[src/rtl/irq_least_loaded_core_router_assert.svh]
// ============================================================================
// Assertion macros for the least-loaded core router
// Implication checks that compile away when SYNTH is defined.
// ============================================================================
`ifndef IRQ_LEAST_LOADED_CORE_ROUTER_ASSERT_SVH
`define IRQ_LEAST_LOADED_CORE_ROUTER_ASSERT_SVH

`ifndef SYNTH
// Same-cycle implication check.
`define LILR_ASSERT_IMP(lbl, clk, rst_n, ante, cons) \
    lbl: assert property (@(posedge clk) disable iff (!rst_n) (ante) |-> (cons)) \
        else $error("same-cycle implication check failed");
// Next-cycle implication check.
`define LILR_ASSERT_NXT(lbl, clk, rst_n, ante, cons) \
    lbl: assert property (@(posedge clk) disable iff (!rst_n) (ante) |=> (cons)) \
        else $error("next-cycle implication check failed");
`else
`define LILR_ASSERT_IMP(lbl, clk, rst_n, ante, cons)
`define LILR_ASSERT_NXT(lbl, clk, rst_n, ante, cons)
`endif

`endif

[src/rtl/lilr_pkg.sv]
// ============================================================================
// lilr_pkg
// Shared constants and types for the least-loaded interrupt core router.
// ============================================================================
package lilr_pkg;

    // Field and register widths.
    localparam int CNT_W      = 64;
    localparam int PERIOD_W   = 16;
    localparam int ACT_W      = 5;
    localparam int FIELD_W    = 4;
    localparam int CFG_IDX_W  = 2;
    localparam int CFG_DATA_W = 16;

    // Counter limits.
    localparam logic [CNT_W-1:0] ALL_ONES  = 64'hFFFF_FFFF_FFFF_FFFF;
    localparam logic [CNT_W-1:0] NEAR_FULL = 64'hFFFF_FFFF_FFFF_FFFE;

    // Configuration register indexes.
    localparam logic [CFG_IDX_W-1:0] REG_SYM_IO_MODE    = 2'd0;
    localparam logic [CFG_IDX_W-1:0] REG_BALANCE_ENABLE = 2'd1;
    localparam logic [CFG_IDX_W-1:0] REG_ACTIVE_CORES   = 2'd2;
    localparam logic [CFG_IDX_W-1:0] REG_BALANCE_PERIOD = 2'd3;

    // Remainder unit: dividend bits retired per cycle, and steps per item.
    localparam int MOD_DIGIT  = 4;
    localparam int MOD_STEPS  = CNT_W / MOD_DIGIT;
    localparam int MOD_STEP_W = $clog2(MOD_STEPS);

    // Request to the remainder unit.
    typedef struct packed {
        logic                start;
        logic [CNT_W-1:0]    dividend;
        logic [PERIOD_W-1:0] divisor;
    } t_mod_req;

    // Status from the remainder unit.
    typedef struct packed {
        logic done;
        logic rem_zero;
    } t_mod_rsp;

endpackage

[src/rtl/lilr_mod_unit.sv]
// ============================================================================
// lilr_mod_unit
// Iterative remainder unit: retires four dividend bits per cycle and flags
// whether the 64-bit count is an exact multiple of the 16-bit period.
// ============================================================================
module lilr_mod_unit
    import lilr_pkg::*;
(
    input  logic     i_clk,
    input  logic     i_rst_n,
    input  t_mod_req i_req,
    output t_mod_rsp o_rsp
);

    logic                  r_busy;
    logic                  r_done;
    logic [MOD_STEP_W-1:0] r_step;
    logic [CNT_W-1:0]      r_dvd;
    logic [PERIOD_W-1:0]   r_div;
    logic [PERIOD_W-1:0]   r_rem;

    logic [CNT_W-1:0]      n_dvd;
    logic [PERIOD_W-1:0]   n_rem;

    // One restoring step per dividend bit, four bits in this cycle.
    always_comb begin
        logic [PERIOD_W:0] v_trial;
        n_dvd = r_dvd;
        n_rem = r_rem;
        for (int k = 0; k < MOD_DIGIT; k++) begin
            v_trial = {n_rem, n_dvd[CNT_W-1]};
            n_dvd   = {n_dvd[CNT_W-2:0], 1'b0};
            if (v_trial >= {1'b0, r_div}) begin
                v_trial = v_trial - {1'b0, r_div};
            end
            n_rem = v_trial[PERIOD_W-1:0];
        end
    end

    // Sequencing of the shared step.
    always_ff @(posedge i_clk) begin
        if (!i_rst_n) begin
            r_busy <= 1'b0;
            r_done <= 1'b0;
            r_step <= '0;
        end else begin
            r_done <= 1'b0;
            if (i_req.start) begin
                r_busy <= 1'b1;
                r_step <= '0;
            end else if (r_busy) begin
                r_step <= r_step + 1'b1;
                if (r_step == MOD_STEP_W'(MOD_STEPS - 1)) begin
                    r_busy <= 1'b0;
                    r_done <= 1'b1;
                end
            end
        end
    end

    // Datapath registers.
    always_ff @(posedge i_clk) begin
        if (i_req.start) begin
            r_dvd <= i_req.dividend;
            r_div <= i_req.divisor;
            r_rem <= '0;
        end else if (r_busy) begin
            r_dvd <= n_dvd;
            r_rem <= n_rem;
        end
    end

    assign o_rsp.done     = r_done;
    assign o_rsp.rem_zero = (r_rem == '0);

endmodule

[config.mk]
export PLATFORM = sky130hd
export DESIGN_NAME = lilr_mod_unit
export DESIGN_NICKNAME = d
export VERILOG_FILES = /design/src/rtl/irq_least_loaded_core_router_assert.svh /design/src/rtl/lilr_pkg.sv /design/src/rtl/lilr_mod_unit.sv
export SDC_FILE = /design/constraint.sdc
export NUM_CORES = 1
export LEC_CHECK = 0
export BUFFER_PORTS_ARGS = -buffer_cell sky130_fd_sc_hd__buf_2
export CAP_MARGIN = 15
export CORE_MARGIN = 8
export CORE_UTILIZATION = 30
export CTS_CLUSTER_DIAMETER = 120
export DETAILED_ROUTE_END_ITERATION = 7
export PLACE_DENSITY = 0.45
export SLEW_MARGIN = 0
export SYNTH_ARGS = -nofsm -noshare
export SYNTH_HDL_FRONTEND = slang
export SYNTH_SLANG_ARGS = --single-unit
[constraint.sdc]
create_clock -name i_clk -period 12.85 [get_ports i_clk]
set_clock_uncertainty 0.2 [all_clocks]
set_input_delay 3.2125 -clock i_clk [delete_from_list [all_inputs] [get_ports i_clk]]
set_output_delay 3.2125 -clock i_clk [all_outputs]
set_load 0.005 [all_outputs]
==> flow_summary.toml, run 1 <==
[run_status]
status = "completed"

[timing]
rsz0062_at_grt = "no"
period_minus_slack_ns = 11.49
hold_viol = 0
fin_crit_sh = 0.894
maxSlewViolCount = 0
tns_ns = 0
clock.fmax_mhz = 87.0
relSlewSlack = 0.420
tightest_slew_ns = 0.870
setup_violations = 0

[final_layout]
drive_above_1_share = 0.248
n_antenna_cell = 0
layout_common_cells = "mux2_2, buf_2, edfxtp_1"
area_growth_pct = 14.1
n_fill_cell = 2563
nNetsFinal = 968

[cts]
cts_root_buffer = "clkbuf_16"
hold_buffers = 0
clock-sinks = 102
postCtsSetupBuffers = 0
cts_tree = "done"
cts_buffers = 9
ctsResizeCount = 0
clk_latency_ns = 0.36
cts_htree_levels = 3
path_clk_slew_ns = 0.08
cts_buffer_depth = 2

[route]
route.detailed.wl_per_inst_um = 19.0
via_count = 5815
wl_um = 21900
first_pass_iters = 5
drt-initial-drc-count = 409
viasPerCell = 5.05
drc = 0
ant_nets = 0

[logic_synthesis]
netlist_area_um2 = 7690
seq_area_frac_synth = 0.370
syn_area_per_cell_um2 = 10.4
synthCells = 736
ys_top_cells_by_area = "edfxtp_1, mux2_2, ha_1"
synth_top_cell_by_area = "edfxtp_1"
synth_top_area_share = 0.312
synth_edf_count = 80
synth_ff_type = "edfxtp_1"
synth-compound-area-share = 0.149
synthAdderAreaFrac = 0.116
synth_nets = 888
synthArstFlopShare = 0
synth_mux_area_frac = 0.156
synth_top_family_by_area = "multiplexers"
yosys.cell_types.count = 70
synth-simple-area-share = 0.117
ys_ff_latch = 102
synth_xor_xnor_area_share = 0.0558
yosys_warnings = 0

[floorplan]
die_w_um = 176
io_pins = 85
die-area_um2 = 31000
fp-row-count = 58
die_h_um = 176
initial_core_util = 0.305
core_area_um2 = 25200

[global_routing]
grt_max_degree = 69
grt_usage = 0.141
globalRouteOverflowTotal = 0
antenna_found_initial = 7
grt_pass1_wl_um = 33900
grt_pass1_vias = 5928

[place]
routabilityCongestion = 0.840
portBuffers = 84
dpl.hpwl_um = 16900

[critical_path]
path_max_fanout = 15
arrival_ns = 11.60
slowest_delay_ns = 0.62
worstSetupEndpointType = "register"
slowest_stage = "a31oi_4"
cp-start-kind = "register"
crit_type = "register to register"
critPathRequiredTime_ns = 12.96

[job]
cap_viol_max_count = 0

[hold_path]
holdCritPathClass = "register to register"
[cell families (layout without fill, tap and decap cells)]
family,after synthesis,in the layout
compound gates,163,163
xor+xnor,49,49
fa+ha+maj,69,69
buf+inv,66,151
flops,102,102
mux,108,108
simple gates,179,179
[synthesized netlist by cell type (4+ instances only)]
cell type / count
nor2b_1: 10
o21bai_1: 7
xnor2_1: 37
nand2_1: 26
dfxtp_1: 22
and3_1: 6
a21oi_1: 45
o21a_1: 10
mux2i_1: 18
a211oi_1: 15
a31oi_1: 4
mux2_1: 6
a21o_1: 20
nand3_1: 14
xor2_1: 12
nor2_1: 61
o21ai_0: 23
nand4_1: 12
o211ai_1: 5
clkbuf_1: 12
fa_1: 4
and2_1: 7
nor3_1: 15
mux2_2: 83
edfxtp_1: 80
inv_1: 46
nor4_1: 6
nand2b_1: 4
ha_1: 65
[critical path, delay by kind of cell, from the launching register on]
kind,cells,cell delay (ns)
compound gates,21,5.56
fa+ha+maj,4,1.15
buf+inv,5,1.00
flops,1,0.47
mux,2,0.85
simple gates,10,2.20
[cell type report]
| cell class | instances | area, µm² | share of cell area |
|---|---|---|---|
| clock inverter | 7 | 87.6 | 0.00999 |
| timing repair buffer | 89 | 460 | 0.0525 |
| multi-input combinational | 568 | 4570 | 0.521 |
| inverter | 46 | 173 | 0.0197 |
| tap | 330 | 413 | 0.0471 |
| clock buffer | 9 | 225 | 0.0257 |
| sequential | 102 | 2840 | 0.324 |
[through the flow]
stage | utilization | hold WS, ns | area [µm²] | instances | worst slack [ns]
CTS | 0.348 | 0.320 | 8770 | 1151 | 1.39
finish | 0.348 | 0.320 | 8770 | 1151 | 1.36
detailed placement | 0.336 | 0.301 | 8460 | 1135 | 1.45
floorplan | - | 0.262 | 7690 | 736 | 3.26
global route | 0.348 | 0.342 | 8770 | 1151 | 0.532
global placement | 0.336 | 0.305 | 8460 | 1135 | 1.66
[path summary, 6_finish.rpt]
path / from / end / slack (ns) / depth (start not counted)
worst max register to register: r_div[1]$_DFFE_PP_ / r_rem[2]$_SDFFE_PP0P_ / 1.36 / 42
worst min register to register: r_step[3]$_SDFFE_PP0P_ / r_done$_SDFF_PP0_ / 0.32 / 2
worst max-delay path: r_div[1]$_DFFE_PP_ / r_rem[2]$_SDFFE_PP0P_ / 1.36 / 42
worst min-delay path: r_step[3]$_SDFFE_PP0P_ / r_done$_SDFF_PP0_ / 0.32 / 2
[registers in the layout, summed over array words and instances, names as in the netlist]
signal  count
r_dvd      64
r_div      16
r_rem      16
r_step      4
r_busy      1
r_done      1
[routing by layer]
layer / vias up / part of all wire / global-route usage
met2: 128 / 0.47 / 0.237
met1: 2707 / 0.46 / 0.175
met5: - / 0.0027 / 0
met3: 37 / 0.045 / 0.0338
met4: 12 / 0.021 / 0.0431
li1: 2931 / - / -
Power of run 1 is not shown: default switching activity piles up to over one toggle a cycle in this logic, so the estimate is an artifact.
==> run 2, diff against run 1 <==
--- a/config.mk
+++ b/config.mk
@@ -5,6 +5,7 @@
 export SDC_FILE = /design/constraint.sdc
 export NUM_CORES = 1
 export LEC_CHECK = 0
+export ABC_AREA = 1
 export BUFFER_PORTS_ARGS = -buffer_cell sky130_fd_sc_hd__buf_2
 export CAP_MARGIN = 15
 export CORE_MARGIN = 8
==> run 2 against run 1 <==
Net effect:
- setup slack improved by 1.7 ns
- routed wire length increased by 14%
- critical path depth unchanged
- global-route usage increased by 1.1 points
- cell count increased by 34%
- design area increased by 4.0%
- non-clock buffer count decreased by 1
- flip-flop and latch count unchanged
- first-iteration DRC count increased by 29%
==> flow_summary.toml, run 2 <==
[route]
drc = 0
wl_met2_um = 11500
drt-initial-drc-count = 528
wl_met1_um = 11800
ant_nets = 0
wl_met3_um = 1070
viasPerCell = 4.72
via_count = 7285
wl_um = 24900
route.detailed.wl_per_inst_um = 16.1
highest_layer = "met4"
first_pass_iters = 5

[timing]
setup_violations = 0
tns_ns = 0
fin_crit_sh = 0.758
tightest_slew_ns = 1.04
rsz0062_at_grt = "no"
fin_ws_ns = 3.10
relSlewSlack = 0.309
maxSlewViolCount = 0
hold_viol = 0
clock.fmax_mhz = 103
period_minus_slack_ns = 9.75

[logic_synthesis]
synth_top_area_share = 0.297
synth_edf_count = 80
synth_top_cell_by_area = "edfxtp_1"
synth_ff_type = "edfxtp_1"
synthCells = 1125
seq_area_frac_synth = 0.351
ys_ff_latch = 102
synth.most_common_cell = "nand2_1"
ys_top_cells_by_count = "nand2_1, inv_1, nand3_1"
netlist_area_um2 = 8090
synthArstFlopShare = 0
syn_area_per_cell_um2 = 7.19
yosys_warnings = 0
ys_top_cells_by_area = "edfxtp_1, nand2_1, ha_1"
synth_nets = 1277
yosys.cell_types.count = 42

[final_layout]
n_antenna_cell = 0
nNetsFinal = 1349
largest_reg_flops = 64
n_fill_cell = 2959
reg_top3 = "r_dvd (64), r_div (16), r_rem (16)"
largest-register = "r_dvd"
layout_common_cells = "nand2_1, inv_1, nand3_1"
drive_above_1_share = 0.114
final_common_cell = "nand2_1"
area_growth_pct = 12.8

[cts]
ctsResizeCount = 0
cts_root_buffer = "clkbuf_16"
cts_buffers = 9
clk_latency_ns = 0.36
cts_tree = "done"
cts_buffer_depth = 2
path_clk_slew_ns = 0.08
hold_buffers = 0
postCtsSetupBuffers = 0
cts_htree_levels = 3
clock-sinks = 102

[critical_path]
slowest_stage = "a21oi_2"
slowest_delay_ns = 0.70
arrival_ns = 9.79
cp_common_cell = "nand2_1"
critPathRequiredTime_ns = 12.89
ff2ff_path_depth = 42
path_max_fanout = 28
crit_type = "register to register"
worstSetupEndpointType = "register"
cp-start-kind = "register"

[floorplan]
core_area_um2 = 26700
die-area_um2 = 32500
fp-row-count = 60
die_h_um = 180
io_pins = 85
die_w_um = 180
initial_core_util = 0.303

[hold_path]
holdCritPathClass = "register to register"
worstHoldPathCells = 2

[global_routing]
grt_usage = 0.152
antenna_found_initial = 0
grt_pass1_wl_um = 39300
globalRouteOverflowTotal = 0
grt_max_degree = 67
grt_pass1_vias = 7317

[place]
dpl_worst_slack_ns = 3.33
dpl.hpwl_um = 19200
routabilityCongestion = 0.888
portBuffers = 84

[run_status]
status = "completed"

[job]
cap_viol_max_count = 0
==> run 2: final cells by class <==
class,instances,area [µm²],area share
Clock buffer,9,225,0.0247
Multi-Input combinational cell,854,4580,0.502
Tap cell,341,427,0.0468
Inverter,142,533,0.0584
Sequential cell,102,2840,0.312
Timing Repair Buffer,88,454,0.0498
Clock inverter,7,65.1,0.00713
==> run 2: per-stage QoR <==
step,instance area [µm²],hold WS (ns),cells,util
floorplan,8090,0.257,1125,-
global placement,8820,0.278,1526,0.330
detailed placement,8820,0.286,1526,0.330
CTS,9110,0.298,1542,0.341
global route,9120,0.328,1543,0.341
finish,9120,0.292,1543,0.341
==> run 2: cell families after synthesis <==
| logic type | synth area share |
|---|---|
| fa+ha+maj | 0.110 |
| xor+xnor | 0.0509 |
| simple gates | 0.321 |
| compound gates | 0.0838 |
| flops | 0.351 |
| buf+inv | 0.0828 |
==> run 2: per-layer routing <==
metal | vias to the layer above | GRT usage
li1 | 3788 | -
met3 | 24 | 0.0240
met1 | 3320 | 0.198
met4 | 0 | 0.0417
met2 | 153 | 0.255
met5 | - | 0
==> run 2: final timing paths <==
| path | slack, ns | endpoint | from |
|---|---|---|---|
| hold / removal | 0.29 | r_rem[3]$_SDFFE_PP0P_ | r_rem[3]$_SDFFE_PP0P_ |
| setup / recovery | 3.10 | r_rem[7]$_SDFFE_PP0P_ | r_div[13]$_DFFE_PP_ |
| setup reg to reg | 3.10 | r_rem[7]$_SDFFE_PP0P_ | r_div[13]$_DFFE_PP_ |
| hold reg to reg | 0.29 | r_rem[3]$_SDFFE_PP0P_ | r_rem[3]$_SDFFE_PP0P_ |
==> run 2: worst max-delay path, delay by kind of cell (launching register included) <==
family                     cells  cell delay (ns)
AOI/OAI and AO/OA             13             3.62
adders and majority gates      4             1.32
buffers and inverters          4             0.79
DFF                            1             0.38
and+or+nand+nor               21             3.29
Power of run 2 is left out for the same reason.
